==> config.mk <==
export PLATFORM = sky130hd
export DESIGN_NAME = nmu_vel_unit
export DESIGN_NICKNAME = d
export VERILOG_FILES = /design/src/rtl/nesterov_momentum_update_macros.svh /design/src/rtl/nmu_pkg.sv /design/src/rtl/nmu_vel_unit.sv
export SDC_FILE = /design/constraint.sdc
export NUM_CORES = 2
export LEC_CHECK = 0
export BUFFER_PORTS_ARGS = -buffer_cell sky130_fd_sc_hd__buf_2
export CAP_MARGIN = 10
export CORE_MARGIN = 2
export CORE_UTILIZATION = 55
export CTS_CLUSTER_DIAMETER = 150
export CTS_CLUSTER_SIZE = 24
export DETAILED_ROUTE_END_ITERATION = 16
export PLACE_DENSITY = 0.73
export SLEW_MARGIN = 0
export SYNTH_ARGS = -nofsm -noshare
export SYNTH_HDL_FRONTEND = slang
export SYNTH_SLANG_ARGS = --single-unit
==> constraint.sdc <==
create_clock -name clk_i -period 24.2 [get_ports clk_i]
set_input_delay 2.42 -clock clk_i [delete_from_list [all_inputs] [get_ports clk_i]]
set_output_delay 2.42 -clock clk_i [all_outputs]
set_load 0.005 [all_outputs]
==> src/rtl/nesterov_momentum_update_macros.svh <==
// Assertion macros used by the RTL top level of the momentum update block.
`ifndef NESTEROV_MOMENTUM_UPDATE_MACROS_SVH
`define NESTEROV_MOMENTUM_UPDATE_MACROS_SVH

`ifndef ASSERT_OFF
// Checked on every rising edge of clk_i, off while rst_ni is low.
`define NMU_ASSERT(lbl, prop) \
  lbl: assert property (@(posedge clk_i) disable iff (!rst_ni) (prop)) \
    else $error("nmu assertion failed");
// Checked on every rising edge of clk_i, reset included.
`define NMU_ASSERT_ALWAYS(lbl, prop) \
  lbl: assert property (@(posedge clk_i) (prop)) \
    else $error("nmu assertion failed");
`else
`define NMU_ASSERT(lbl, prop)
`define NMU_ASSERT_ALWAYS(lbl, prop)
`endif

`endif

==> src/rtl/nmu_pkg.sv <==
// Types, constants and fixed-point helpers of the momentum update block.
package nmu_pkg;

  // Field widths.
  localparam int unsigned IdxW  = 12;
  localparam int unsigned DataW = 32;
  localparam int unsigned CoefW = 16;
  // Q0.16 x Q16.16 product, sum of two products, rounded sum, difference.
  localparam int unsigned ProdW = DataW + CoefW + 1;
  localparam int unsigned SumW  = ProdW + 1;
  localparam int unsigned RndW  = SumW - CoefW;
  localparam int unsigned DiffW = RndW + 1;

  // Default velocity store depth.
  localparam int unsigned DefVelDepth = 4096;

  // Configuration register reset values.
  localparam logic [CoefW-1:0] LrReset  = 16'd655;
  localparam logic [CoefW-1:0] MomReset = 16'd58982;

  // Register indexes on the configuration port.
  localparam logic RegLearningRate = 1'b0;
  localparam logic RegMomentum     = 1'b1;

  // Item entering the velocity update stage.
  typedef struct packed {
    logic [IdxW-1:0]         idx;
    logic                    in_range;
    logic signed [DataW-1:0] v_mem;
    logic signed [ProdW-1:0] lg;
  } vel_req_t;

  // Item handed to the weight pipeline.
  typedef struct packed {
    logic signed [DataW-1:0] w;
    logic signed [ProdW-1:0] lg;
    logic signed [DataW-1:0] vn;
    logic                    vflag;
  } wt_req_t;

  // Saturated value with its clip flag.
  typedef struct packed {
    logic signed [DataW-1:0] value;
    logic                    flag;
  } sat_t;

  // Round a Q18.32 sum to Q18.16, half up.
  function automatic logic signed [RndW-1:0] round_q(input logic signed [SumW-1:0] s);
    logic signed [SumW-1:0] b;
    b = s + SumW'(32768);
    return b[SumW-1:CoefW];
  endfunction

  // Saturate to signed 32 bits and flag a clip.
  function automatic sat_t sat_q(input logic signed [DiffW-1:0] x);
    sat_t r;
    if (x[DiffW-1:DataW-1] != {(DiffW-DataW+1){x[DiffW-1]}}) begin
      r.flag  = 1'b1;
      r.value = x[DiffW-1] ? {1'b1, {(DataW-1){1'b0}}} : {1'b0, {(DataW-1){1'b1}}};
    end else begin
      r.flag  = 1'b0;
      r.value = x[DataW-1:0];
    end
    return r;
  endfunction

endpackage

==> src/rtl/nmu_vel_unit.sv <==
// Velocity update with forwarding of the two most recent stores.
module nmu_vel_unit (
  input  logic                              clk_i,
  input  logic                              rst_ni,
  input  nmu_pkg::vel_req_t                 req_i,
  input  logic [nmu_pkg::CoefW-1:0]         beta_i,
  input  logic                              commit_i,
  output logic signed [nmu_pkg::DataW-1:0]  vn_o,
  output logic                              vflag_o
);

  // Last two committed stores, newest in slot 0.
  logic                              h0_valid_q, h1_valid_q;
  logic [nmu_pkg::IdxW-1:0]          h0_idx_q, h1_idx_q;
  logic signed [nmu_pkg::DataW-1:0]  h0_val_q, h1_val_q;

  logic signed [nmu_pkg::DataW-1:0]  v;
  logic signed [nmu_pkg::ProdW-1:0]  prod;
  logic signed [nmu_pkg::SumW-1:0]   sum;
  logic signed [nmu_pkg::RndW-1:0]   rnd;
  nmu_pkg::sat_t                     vsat;
  logic                              store;

  // Old velocity: zero beyond the store, else the newest copy.
  always_comb begin
    if (!req_i.in_range) begin
      v = '0;
    end else if (h0_valid_q && (h0_idx_q == req_i.idx)) begin
      v = h0_val_q;
    end else if (h1_valid_q && (h1_idx_q == req_i.idx)) begin
      v = h1_val_q;
    end else begin
      v = req_i.v_mem;
    end
  end

  // New velocity: beta*v + lr*g, rounded and saturated.
  always_comb begin
    prod = $signed({1'b0, beta_i}) * v;
    sum  = prod + req_i.lg;
    rnd  = nmu_pkg::round_q(sum);
    vsat = nmu_pkg::sat_q(nmu_pkg::DiffW'(rnd));
  end

  assign vn_o    = vsat.value;
  assign vflag_o = vsat.flag;
  assign store   = commit_i && req_i.in_range;

  // Forwarding history, shifted on each store.
  always_ff @(posedge clk_i or negedge rst_ni) begin
    if (!rst_ni) begin
      h0_valid_q <= 1'b0;
      h1_valid_q <= 1'b0;
    end else if (store) begin
      h0_valid_q <= 1'b1;
      h1_valid_q <= h0_valid_q;
    end
  end

  always_ff @(posedge clk_i) begin
    if (store) begin
      h0_idx_q <= req_i.idx;
      h0_val_q <= vsat.value;
      h1_idx_q <= h0_idx_q;
      h1_val_q <= h0_val_q;
    end
  end

endmodule

==> impl_metrics.csv <==
group,metric,value,unit
grt,grtUsageMet2,50.9,%
critical_path,cp_common_cell,"inv_1",
critical_path,crit_type,"in2out",
clock_tree,clk_latency,0.35,ns
critical_path,crit_fanout,32,
clock_tree,cts_tree,"done",
grt,grtUsageMet1,34.3,%
yosys,synthMuxAreaShare,1.35,%
critical_path,worstPathArrival,12.99,ns
yosys,ys_seq_area_share,11.0,%
routing,drt-total-wl,62.5,mm
clock_tree,post_cts_buffers,0,
critical_path,required,21.78,ns
timing,tns,0,ns
final_layout,area_growth,5.63,%
grt,grt_antenna_before_repair,13,
grt,grt-ovfl-total,0,
routing,wire_per_inst,19.3,µm
yosys,synth_nets,3419,
timing,hold_violations,0,
timing,period_share,63.7,%
critical_path,startpoint_type,"input pin",
routing,drtAntennaViolNets,0,
critical_path,timing.critical_path.to_type,"primary output",
routing,drt_iter0_drc,999,
clock_tree,htreeDepth,3,
yosys,synth-edff-count,88,
floorplan,num_rows,77,
routing,vias_per_cell,5.44,
clock_tree,hold_buffers,0,
timing,rsz0062_at_grt,"false",
clock_tree,clock-sinks,90,
placement,gp_congestion,0.921,
run_status,status,"finished clean",
yosys,synth_top_family_by_area,"adder cells",
grt,grt_use_total,28.4,%
yosys,synth-xor-area-share,2.36,%
routing,num_vias,17700,
timing,worstMarginPinSlew,1.18,ns
timing,relSlewSlack,21.0,%
yosys,synth-compound-area-share,5.63,%
critical_path,max_stage_delay,1.04,ns
flow_run,max_cap_viol_count,0,
yosys,netlist-cell-type-count,60,
clock_tree,numCtsBuffers,9,
grt,grt_pass1_wl,103,mm
grt,grtUsageMet3,4.05,%
final_layout,nets,3463,
yosys,synthSimpleGateAreaFrac,13.7,%
placement,io_buffers,145,
grt,first_global_vias,19600,
routing,drtPass1Iterations,5,
yosys,synth_area_per_cell,9.46,µm²
hold_path,min_path_type,"reg2reg",
clock_tree,cts_buffer_depth,2,
clock_tree,cts_resized,0,
yosys,synthFlopType,"edfxtp_1",
timing,max_clock_freq,64.9,MHz
yosys,async_reset_ff_share,2.22,%
final_layout,drive_above_1_share,6.81,%
yosys,postSynthCellCount,2593,
floorplan,start_util,55.6,%
yosys,ys_ff_latch,90,
critical_path,slowest_stage,"and4_2",
floorplan,ios,146,
routing,drc_errors,0,
floorplan,die_x,215,µm
grt,grt_max_degree,91,
yosys,syn_area,24500,µm²
timing,slew_viol_final,0,
floorplan,die_h,215,µm
clock_tree,cts.clk_slew.worst_paths,0.08,ns
timing,period_needed,15.41,ns
placement,hpwl,50.7,mm
grt,grt.busiest_layer,"met2",
timing,finalSetupViolCount,0,
yosys,synthAdderAreaFrac,53.3,%
timing,finalClockSkew,0.00991,ns
clock_tree,cts_root_buf,"clkbuf_16",
yosys,yosys_warnings,0,
floorplan,core_area,44100,µm²
floorplan,die-area,46300,µm²
-- logic make-up (layout without fill, tap and decap cells) --
| logic type | count (synthesis) | after routing |
|---|---|---|
| mux | 33 | 33 |
| other cells | 0 | 11 |
| simple gates | 670 | 670 |
| flops | 90 | 90 |
| compound gates | 204 | 204 |
| fa+ha+maj | 713 | 713 |
| xor+xnor | 64 | 64 |
| buf+inv | 819 | 868 |
-- stage by stage --
| stage | std cells | worst slack (ns) | hold slack (ns) | cell area [µm²] | utilization [%] |
|---|---|---|---|---|---|
| 2_1_floorplan | 2593 | 11.11 | 0.427 | 24500 | - |
| 3_3_place_gp | 3217 | 9.16 | 0.441 | 25600 | 57.9 |
| 3_5_place_dp | 3217 | 8.82 | 0.445 | 25600 | 57.9 |
| 4_1_cts | 3233 | 8.81 | 0.461 | 25900 | 58.6 |
| 5_1_grt | 3243 | 8.02 | 0.475 | 25900 | 58.7 |
| 6_report | 3245 | 8.79 | 0.456 | 25900 | 58.7 |
-- registers in the layout (all words and copies together) (netlist names) --
signal,flops
h0_val_q,32
h1_val_q,32
h0_idx_q,12
h1_idx_q,12
h0_valid_q,1
h1_valid_q,1
-- cell usage in the layout, fill, tap and decap left out, types with 15 or more instances in the layout --
cell      count
o211a_1      32
ha_1        160
a21oi_1      54
edfxtp_1     88
xnor2_1      38
o21ai_0      24
nand2_1     315
nor2_1       21
xor2_1       25
fa_1        553
nand4_1      15
buf_2       145
o21ai_1      29
inv_1       702
mux2i_1      32
and2_1      265
a21o_1       25
-- metal layers --
metal,vias up,wire length [µm]
met5,-,0
met4,0,2720
met3,163,3780
met2,625,32800
met1,9127,23300
li1,7753,-
-- path summary, 6_finish.rpt --
path                        startpoint            to  slack, ns  cells past startpoint
min reg2reg                h0_val_q[4]   h1_val_q[4]       0.46                      0
min                        h0_val_q[4]   h1_val_q[4]       0.46                      0
max in group asynchronous       rst_ni    h0_valid_q      22.25                      1
max reg2reg                h1_idx_q[3]  h0_val_q[18]      13.27                     32
min in group asynchronous       rst_ni    h1_valid_q       1.85                      1
max                          req_i[85]      vn_o[18]       8.79                     34
-- final cells by class --
| type | count | area [µm²] |
|---|---|---|
| antenna | 11 | 27.5 |
| clock buffer | 9 | 225 |
| clock inverter | 7 | 71.3 |
| fill | 3893 | 18200 |
| inverter | 703 | 2640 |
| multi-input combinational | 1684 | 18700 |
| sequential | 90 | 2690 |
| tap | 592 | 741 |
| timing repair buffer | 149 | 763 |
-- synthesized netlist by cell type, drive strengths merged, types with 2 or more instances --
cell,count,area share [%]
nand3b,2,0.061
o21ai,53,1.1
nand4,15,0.38
buf,11,0.27
and4,4,0.14
nor4b,2,0.071
nor2,21,0.32
ha,160,8.2
a21oi,54,1.1
inv,703,11
nor2b,3,0.077
a21o,25,0.77
fa,553,45
edfxtp,88,11
o221ai,3,0.11
o21a,3,0.092
nand2b,2,0.051
o21bai,7,0.21
a31oi,6,0.15
mux2i,32,1.3
nor3b,2,0.061
o31ai,3,0.11
a41o,2,0.082
a31o,2,0.11
nor3,11,0.27
o211a,32,1.3
and3,7,0.18
a221o,3,0.12
nor4,4,0.10
nand3,9,0.18
xor2,25,0.89
and2,266,6.8
or3,2,0.071
nand2,315,4.8
or2,3,0.077
dfrtp,2,0.20
clkbuf,105,1.6
xnor2,39,1.5
a211o,2,0.071
-- critical path, delay by kind of cell --
kind | cells | cell delay, ns
and+or+nand+nor | 10 | 3.99
adders and majority gates | 7 | 3.21
buffers and inverters | 10 | 1.48
AOI/OAI and AO/OA | 4 | 1.20
xor gates and xnor gates | 2 | 0.32
muxes | 1 | 0.29
Power is not shown: default switching activity piles up to over one toggle a cycle in this logic, so the estimate is an artifact.
