<file path="src/rtl/nesterov_momentum_update_macros.svh">
// Assertion macros used by the RTL top level of the momentum update block.
`ifndef NESTEROV_MOMENTUM_UPDATE_MACROS_SVH
`define NESTEROV_MOMENTUM_UPDATE_MACROS_SVH

`ifndef ASSERT_OFF
// Checked on every rising edge of clk_i, off while rst_ni is low.
`define NMU_ASSERT(lbl, prop) \
  lbl: assert property (@(posedge clk_i) disable iff (!rst_ni) (prop)) \
    else $error("nmu assertion failed");
// Checked on every rising edge of clk_i, reset included.
`define NMU_ASSERT_ALWAYS(lbl, prop) \
  lbl: assert property (@(posedge clk_i) (prop)) \
    else $error("nmu assertion failed");
`else
`define NMU_ASSERT(lbl, prop)
`define NMU_ASSERT_ALWAYS(lbl, prop)
`endif

`endif

</file>
<file path="src/rtl/nmu_pkg.sv">
// Types, constants and fixed-point helpers of the momentum update block.
package nmu_pkg;

  // Field widths.
  localparam int unsigned IdxW  = 12;
  localparam int unsigned DataW = 32;
  localparam int unsigned CoefW = 16;
  // Q0.16 x Q16.16 product, sum of two products, rounded sum, difference.
  localparam int unsigned ProdW = DataW + CoefW + 1;
  localparam int unsigned SumW  = ProdW + 1;
  localparam int unsigned RndW  = SumW - CoefW;
  localparam int unsigned DiffW = RndW + 1;

  // Default velocity store depth.
  localparam int unsigned DefVelDepth = 4096;

  // Configuration register reset values.
  localparam logic [CoefW-1:0] LrReset  = 16'd655;
  localparam logic [CoefW-1:0] MomReset = 16'd58982;

  // Register indexes on the configuration port.
  localparam logic RegLearningRate = 1'b0;
  localparam logic RegMomentum     = 1'b1;

  // Item entering the velocity update stage.
  typedef struct packed {
    logic [IdxW-1:0]         idx;
    logic                    in_range;
    logic signed [DataW-1:0] v_mem;
    logic signed [ProdW-1:0] lg;
  } vel_req_t;

  // Item handed to the weight pipeline.
  typedef struct packed {
    logic signed [DataW-1:0] w;
    logic signed [ProdW-1:0] lg;
    logic signed [DataW-1:0] vn;
    logic                    vflag;
  } wt_req_t;

  // Saturated value with its clip flag.
  typedef struct packed {
    logic signed [DataW-1:0] value;
    logic                    flag;
  } sat_t;

  // Round a Q18.32 sum to Q18.16, half up.
  function automatic logic signed [RndW-1:0] round_q(input logic signed [SumW-1:0] s);
    logic signed [SumW-1:0] b;
    b = s + SumW'(32768);
    return b[SumW-1:CoefW];
  endfunction

  // Saturate to signed 32 bits and flag a clip.
  function automatic sat_t sat_q(input logic signed [DiffW-1:0] x);
    sat_t r;
    if (x[DiffW-1:DataW-1] != {(DiffW-DataW+1){x[DiffW-1]}}) begin
      r.flag  = 1'b1;
      r.value = x[DiffW-1] ? {1'b1, {(DataW-1){1'b0}}} : {1'b0, {(DataW-1){1'b1}}};
    end else begin
      r.flag  = 1'b0;
      r.value = x[DataW-1:0];
    end
    return r;
  endfunction

endpackage

</file>
<file path="src/rtl/nmu_wt_unit.sv">
// Weight pipeline: beta*v', rounding, subtraction and output register.
module nmu_wt_unit (
  input  logic                              clk_i,
  input  logic                              rst_ni,
  input  logic                              req_valid_i,
  output logic                              req_stall_o,
  input  nmu_pkg::wt_req_t                  req_i,
  input  logic [nmu_pkg::CoefW-1:0]         beta_i,
  output logic                              out_valid_o,
  input  logic                              out_stall_i,
  output logic signed [nmu_pkg::DataW-1:0]  weight_out_o,
  output logic                              saturated_o
);

  logic en_c, en_d, en_e, en_o;
  logic c_valid_q, d_valid_q, e_valid_q, o_valid_q;

  nmu_pkg::wt_req_t                  c_q;
  logic signed [nmu_pkg::ProdW-1:0]  d_p_q, d_lg_q;
  logic signed [nmu_pkg::DataW-1:0]  d_w_q, e_w_q, o_w_q;
  logic                              d_flag_q, e_flag_q, o_flag_q;
  logic signed [nmu_pkg::RndW-1:0]   e_t_q;

  logic signed [nmu_pkg::ProdW-1:0]  p2;
  logic signed [nmu_pkg::SumW-1:0]   sum;
  logic signed [nmu_pkg::DiffW-1:0]  diff;
  nmu_pkg::sat_t                     wsat;

  // A stage moves when it is empty or the next one moves.
  assign en_o = !o_valid_q || !out_stall_i;
  assign en_e = !e_valid_q || en_o;
  assign en_d = !d_valid_q || en_e;
  assign en_c = !c_valid_q || en_d;
  assign req_stall_o = !en_c;

  always_ff @(posedge clk_i or negedge rst_ni) begin
    if (!rst_ni) begin
      c_valid_q <= 1'b0;
      d_valid_q <= 1'b0;
      e_valid_q <= 1'b0;
      o_valid_q <= 1'b0;
    end else begin
      if (en_c) c_valid_q <= req_valid_i;
      if (en_d) d_valid_q <= c_valid_q;
      if (en_e) e_valid_q <= d_valid_q;
      if (en_o) o_valid_q <= e_valid_q;
    end
  end

  // Datapath arithmetic per stage.
  always_comb begin
    p2   = $signed({1'b0, beta_i}) * c_q.vn;
    sum  = d_p_q + d_lg_q;
    diff = nmu_pkg::DiffW'(e_w_q) - nmu_pkg::DiffW'(e_t_q);
    wsat = nmu_pkg::sat_q(diff);
  end

  always_ff @(posedge clk_i) begin
    if (en_c && req_valid_i) begin
      c_q <= req_i;
    end
    if (en_d && c_valid_q) begin
      d_p_q    <= p2;
      d_lg_q   <= c_q.lg;
      d_w_q    <= c_q.w;
      d_flag_q <= c_q.vflag;
    end
    if (en_e && d_valid_q) begin
      e_t_q    <= nmu_pkg::round_q(sum);
      e_w_q    <= d_w_q;
      e_flag_q <= d_flag_q;
    end
    if (en_o && e_valid_q) begin
      o_w_q    <= wsat.value;
      o_flag_q <= e_flag_q || wsat.flag;
    end
  end

  assign out_valid_o  = o_valid_q;
  assign weight_out_o = o_w_q;
  assign saturated_o  = o_flag_q;

endmodule

</file>
<file path="config.mk">
export PLATFORM = sky130hd
export DESIGN_NAME = nmu_wt_unit
export DESIGN_NICKNAME = d
export VERILOG_FILES = /design/src/rtl/nesterov_momentum_update_macros.svh /design/src/rtl/nmu_pkg.sv /design/src/rtl/nmu_wt_unit.sv
export SDC_FILE = /design/constraint.sdc
export NUM_CORES = 2
export LEC_CHECK = 0
export BUFFER_PORTS_ARGS = -buffer_cell sky130_fd_sc_hd__buf_2
export CAP_MARGIN = 20
export CORE_MARGIN = 8
export CORE_UTILIZATION = 35
export CTS_CLUSTER_DIAMETER = 30
export DETAILED_ROUTE_END_ITERATION = 10
export PLACE_DENSITY = 0.47
export SKIP_CTS_REPAIR_TIMING = 1
export SYNTH_ARGS = -nofsm -noshare
export SYNTH_HDL_FRONTEND = slang
export SYNTH_SLANG_ARGS = --single-unit
</file>
<file path="constraint.sdc">
create_clock -name clk_i -period 11.6 [get_ports clk_i]
set_input_delay 0 -clock clk_i [delete_from_list [all_inputs] [get_ports clk_i]]
set_output_delay 0 -clock clk_i [all_outputs]
set_load 0.02 [all_outputs]
</file>
==> flow_results.xml <==
<?xml version="1.0" encoding="UTF-8"?>
<metrics>
  <group name="run_status">
    <metric name="status" unit="">complete, no violations</metric>
  </group>
  <group name="timing">
    <metric name="timing.max_slew.rel_slack" unit="%">39.2</metric>
    <metric name="finalWorstPathRequiredPeriod" unit="ns">7.55</metric>
    <metric name="skew" unit="ns">0.0253</metric>
    <metric name="timing.fmax" unit="GHz">0.132</metric>
    <metric name="worstMarginPinSlew" unit="ns">0.911</metric>
    <metric name="rsz0062_at_grt" unit="">false</metric>
    <metric name="finalMaxSlewViolations" unit="">0</metric>
    <metric name="setup-violations-final" unit="">0</metric>
    <metric name="timing_hold_violations_final" unit="">0</metric>
    <metric name="post-route-period-util" unit="%">65.1</metric>
    <metric name="final.setup.tns" unit="ns">0</metric>
  </group>
  <group name="detailed_routing">
    <metric name="route.antenna.remaining_nets" unit="">0</metric>
    <metric name="drt-vias-per-instance" unit="">4.70</metric>
    <metric name="drc" unit="">0</metric>
    <metric name="detail_route.iter0.violations" unit="">1079</metric>
    <metric name="number_of_optimization_iterations_in_the_first_detailed_route_pass" unit="">5</metric>
    <metric name="dr_total_vias" unit="">22300</metric>
    <metric name="routed_wire_length_per_instance" unit="um">17.6</metric>
    <metric name="drt-total-wl" unit="um">83500</metric>
  </group>
  <group name="synth">
    <metric name="synth.top_cells.by_area" unit="">sky130_fd_sc_hd__edfxtp_1 (31%), sky130_fd_sc_hd__fa_1 (29%), sky130_fd_sc_hd__ha_1 (9.1%), sky130_fd_sc_hd__inv_1 (7.2%), sky130_fd_sc_hd__and2_1 (4.4%)</metric>
    <metric name="netlist_instances" unit="">3144</metric>
    <metric name="synth-warning-count" unit="">0</metric>
    <metric name="synth_sequential_area_ratio" unit="%">31.1</metric>
    <metric name="synth_adder_area_share" unit="%">38.3</metric>
    <metric name="mappedNetlistArea" unit="mm2">0.0337</metric>
    <metric name="synth.ff_latch_count" unit="">349</metric>
    <metric name="synth_simple_gate_area_share" unit="%">11.6</metric>
    <metric name="synthMostInstantiatedCell" unit="">sky130_fd_sc_hd__inv_1</metric>
    <metric name="synth.mux.area_fraction" unit="%">0.0595</metric>
    <metric name="postSynth.asyncResetShare" unit="%">1.15</metric>
    <metric name="synth_edf_count" unit="">345</metric>
    <metric name="synth_largest_area_cell" unit="">sky130_fd_sc_hd__edfxtp_1</metric>
    <metric name="synth.net_count" unit="">4014</metric>
    <metric name="synth_top_family_by_area" unit="">adder cells</metric>
    <metric name="synth_compound_gate_area_share" unit="%">7.75</metric>
    <metric name="synth_cell_types" unit="">75</metric>
    <metric name="ys.flop_type" unit="">sky130_fd_sc_hd__edfxtp_1</metric>
    <metric name="synth.top_cell.area_share" unit="%">30.8</metric>
    <metric name="synth-xor-area-share" unit="%">2.71</metric>
    <metric name="syn-mean-instance-area" unit="um2">10.7</metric>
    <metric name="top_cell_types_by_occurrence_after_synthesis" unit="">sky130_fd_sc_hd__inv_1 (649), sky130_fd_sc_hd__fa_1 (490), sky130_fd_sc_hd__edfxtp_1 (345)</metric>
  </group>
  <group name="global_route">
    <metric name="initial_antenna_violation_count" unit="">1</metric>
    <metric name="grt_pass1_wl" unit="um">134000</metric>
    <metric name="grt_start_max_net_pins" unit="">70</metric>
    <metric name="first_global_vias" unit="">24300</metric>
    <metric name="globalRouteTotalUtil" unit="%">15.6</metric>
    <metric name="grt_remaining_overflow" unit="">0</metric>
  </group>
  <group name="final_layout">
    <metric name="synth_to_layout_area_growth" unit="%">19.0</metric>
    <metric name="multiInputGateArea" unit="mm2">0.0204</metric>
    <metric name="fin_area" unit="mm2">0.0401</metric>
    <metric name="layout.area.seq" unit="mm2">0.0105</metric>
    <metric name="nets" unit="">4286</metric>
    <metric name="final_layout_size_suffix_gt1_share" unit="%">9.89</metric>
    <metric name="layout.filler_cells" unit="">9123</metric>
    <metric name="final_util" unit="%">42.1</metric>
  </group>
  <group name="setup_path">
    <metric name="reg2regPathDepth" unit="">21</metric>
    <metric name="worst_ep_arrival_time" unit="ns">7.92</metric>
    <metric name="setup.worst_path.class" unit="">register to register</metric>
    <metric name="ff2ff_setup_slack" unit="ns">4.05</metric>
    <metric name="setup.worst_path.start" unit="">c_q[12]</metric>
    <metric name="worst-endpoint-required" unit="ns">11.97</metric>
    <metric name="reg2reg_from" unit="">c_q[12]</metric>
    <metric name="cp-end-kind" unit="">register</metric>
    <metric name="start_kind" unit="">register</metric>
    <metric name="crit_path_max_fanout" unit="">16</metric>
    <metric name="crit-reg2reg-capture" unit="">d_p_q[44]</metric>
    <metric name="worst_setup_path_endpoint" unit="">d_p_q[44]</metric>
  </group>
  <group name="clocking">
    <metric name="cts-buffers-inserted" unit="">87</metric>
    <metric name="cts.htree.levels" unit="">3</metric>
    <metric name="cts_tree" unit="">done</metric>
    <metric name="clk_root_buffer_cell" unit="">sky130_fd_sc_hd__clkbuf_16</metric>
    <metric name="number_of_buffers_on_the_longest_clock_path" unit="">3</metric>
    <metric name="clkSinkCount" unit="">349</metric>
    <metric name="cts_clk_pin_slew_worst_paths" unit="ns">0.04</metric>
    <metric name="clkLatencyLatePin" unit="ns">0.64</metric>
  </group>
  <group name="floorplan">
    <metric name="die_w" unit="um">326</metric>
    <metric name="num_rows" unit="">113</metric>
    <metric name="core-area" unit="mm2">0.0952</metric>
    <metric name="die_area" unit="mm2">0.106</metric>
    <metric name="chipHeight" unit="um">326</metric>
    <metric name="start_util" unit="%">35.4</metric>
    <metric name="pin_count" unit="">169</metric>
  </group>
  <group name="min_path">
    <metric name="worstHoldStart" unit="">req_i[29]</metric>
    <metric name="holdCritPathClass" unit="">primary input to register</metric>
  </group>
  <group name="flow_run">
    <metric name="max_cap_viol_count" unit="">0</metric>
  </group>
  <group name="placed_design">
    <metric name="routabilityCongestion" unit="">0.882</metric>
    <metric name="io_buffers" unit="">168</metric>
    <metric name="placement.cell_area" unit="mm2">0.0357</metric>
    <metric name="detailedPlacementHpwl" unit="um">64700</metric>
  </group>
</metrics>
metrics by stage:
step / worst slack [ns] / instances / hold slack (ns)
6_report: 4.05 / 4755 / 0.0590
5_1_grt: 3.76 / 4754 / 0.0193
4_1_cts: 4.18 / 4633 / -0.889
3_5_place_dp: 4.21 / 4471 / -0.191
3_3_place_gp: 4.26 / 4471 / -0.195
2_1_floorplan: 5.21 / 3144 / -0.296
cell type report:
| type | count | share of cell area, % |
|---|---|---|
| inverter | 650 | 6.09 |
| timing repair buffer | 293 | 5.23 |
| multi-input combinational | 2035 | 50.9 |
| tap | 1265 | 3.95 |
| clock buffer | 91 | 5.47 |
| sequential | 349 | 26.1 |
| antenna | 1 | 0.00625 |
| clock inverter | 71 | 2.29 |
flip-flops by register name, indices dropped and copies added, names as in the netlist:
name          flops
d_p_q            49
weight_out_o     32
e_valid_q         1
e_t_q            34
d_valid_q         1
d_lg_q           49
c_valid_q         1
d_flag_q          1
d_w_q            32
e_w_q            32
out_valid_o       1
saturated_o       1
e_flag_q          1
c_q             114
how the worst min path moves through the flow:
stage	end	slack, ns	depth (start not counted)
after floorplan	c_valid_q	-0.30	0
after global placement	c_valid_q	-0.20	1
after detailed placement	out_valid_o	-0.19	1
after CTS	out_valid_o	-0.89	1
after global routing	c_q[15]	0.02	2
final	c_q[29]	0.06	2
critical path, cell delays in order, from the launching register on:
cell	delay, ns
sky130_fd_sc_hd__edfxtp_1	0.67
sky130_fd_sc_hd__and2_1	0.31
sky130_fd_sc_hd__fa_1	0.53
sky130_fd_sc_hd__inv_1	0.05
sky130_fd_sc_hd__fa_1	0.48
sky130_fd_sc_hd__fa_1	0.56
sky130_fd_sc_hd__inv_1	0.06
sky130_fd_sc_hd__fa_1	0.45
sky130_fd_sc_hd__fa_1	0.53
sky130_fd_sc_hd__inv_1	0.05
sky130_fd_sc_hd__fa_1	0.47
sky130_fd_sc_hd__inv_1	0.04
sky130_fd_sc_hd__ha_1	0.34
sky130_fd_sc_hd__a21oi_1	0.21
sky130_fd_sc_hd__o211ai_1	0.11
sky130_fd_sc_hd__o311a_1	0.16
sky130_fd_sc_hd__a311o_1	0.39
sky130_fd_sc_hd__o311ai_0	0.63
sky130_fd_sc_hd__nand4b_1	0.26
sky130_fd_sc_hd__a31oi_1	0.56
sky130_fd_sc_hd__mux2i_1	0.28
sky130_fd_sc_hd__o2111ai_1	0.14
cells by family after synthesis:
| kind of cell | count (synthesis) |
|---|---|
| simple gates | 787 |
| buf+inv | 760 |
| fa+ha+maj | 736 |
| compound gates | 406 |
| flops | 349 |
| xor+xnor | 104 |
| mux | 2 |
metal layers:
metal / vias to the layer above / share of wire [%] / track usage (%)
met4: 0 / 2.1 / 4.00
met1: 11100 / 47 / 21.5
met5: - / 0 / 0
met2: 509 / 46 / 25.2
li1: 10600 / - / -
met3: 114 / 5.2 / 3.27
cell usage in the layout, fill, tap and decap left out, types with 5 or more instances in the layout:
| cell | synthesis | routed |
|---|---|---|
| sky130_fd_sc_hd__and2_1 | 238 | 236 |
| sky130_fd_sc_hd__a31o_2 | 6 | 6 |
| sky130_fd_sc_hd__edfxtp_1 | 345 | 345 |
| sky130_fd_sc_hd__clkinv_1 | 1 | 15 |
| sky130_fd_sc_hd__fa_1 | 490 | 490 |
| sky130_fd_sc_hd__clkinvlp_4 | 0 | 16 |
| sky130_fd_sc_hd__dlygate4sd3_1 | 0 | 119 |
| sky130_fd_sc_hd__nor2_1 | 56 | 56 |
| sky130_fd_sc_hd__nor2b_1 | 8 | 7 |
| sky130_fd_sc_hd__nand4_1 | 20 | 20 |
| sky130_fd_sc_hd__nor4_1 | 5 | 5 |
| sky130_fd_sc_hd__a21o_1 | 69 | 69 |
| sky130_fd_sc_hd__o21a_1 | 11 | 11 |
| sky130_fd_sc_hd__nand3_1 | 28 | 28 |
| sky130_fd_sc_hd__o211ai_1 | 8 | 8 |
| sky130_fd_sc_hd__buf_2 | 7 | 168 |
| sky130_fd_sc_hd__nor3_1 | 23 | 23 |
| sky130_fd_sc_hd__o21ai_0 | 54 | 54 |
| sky130_fd_sc_hd__and3_1 | 16 | 16 |
| sky130_fd_sc_hd__clkinv_2 | 0 | 11 |
| sky130_fd_sc_hd__xor2_1 | 37 | 37 |
| sky130_fd_sc_hd__a211oi_1 | 14 | 14 |
| sky130_fd_sc_hd__or2_2 | 6 | 6 |
| sky130_fd_sc_hd__ha_1 | 246 | 246 |
| sky130_fd_sc_hd__clkinv_16 | 0 | 6 |
| sky130_fd_sc_hd__o31ai_1 | 7 | 7 |
| sky130_fd_sc_hd__clkbuf_16 | 0 | 87 |
| sky130_fd_sc_hd__a31oi_1 | 19 | 18 |
| sky130_fd_sc_hd__a21oi_1 | 144 | 144 |
| sky130_fd_sc_hd__clkinv_4 | 0 | 9 |
| sky130_fd_sc_hd__xnor2_1 | 67 | 67 |
| sky130_fd_sc_hd__inv_1 | 649 | 649 |
| sky130_fd_sc_hd__o21bai_1 | 24 | 24 |
| sky130_fd_sc_hd__bufinv_16 | 0 | 14 |
| sky130_fd_sc_hd__nand2b_1 | 21 | 21 |
| sky130_fd_sc_hd__nand2_1 | 342 | 342 |
Power is left out: the tool's default activity adds up to more than one toggle a clock period on the data nets, which glitch-free logic cannot reach.
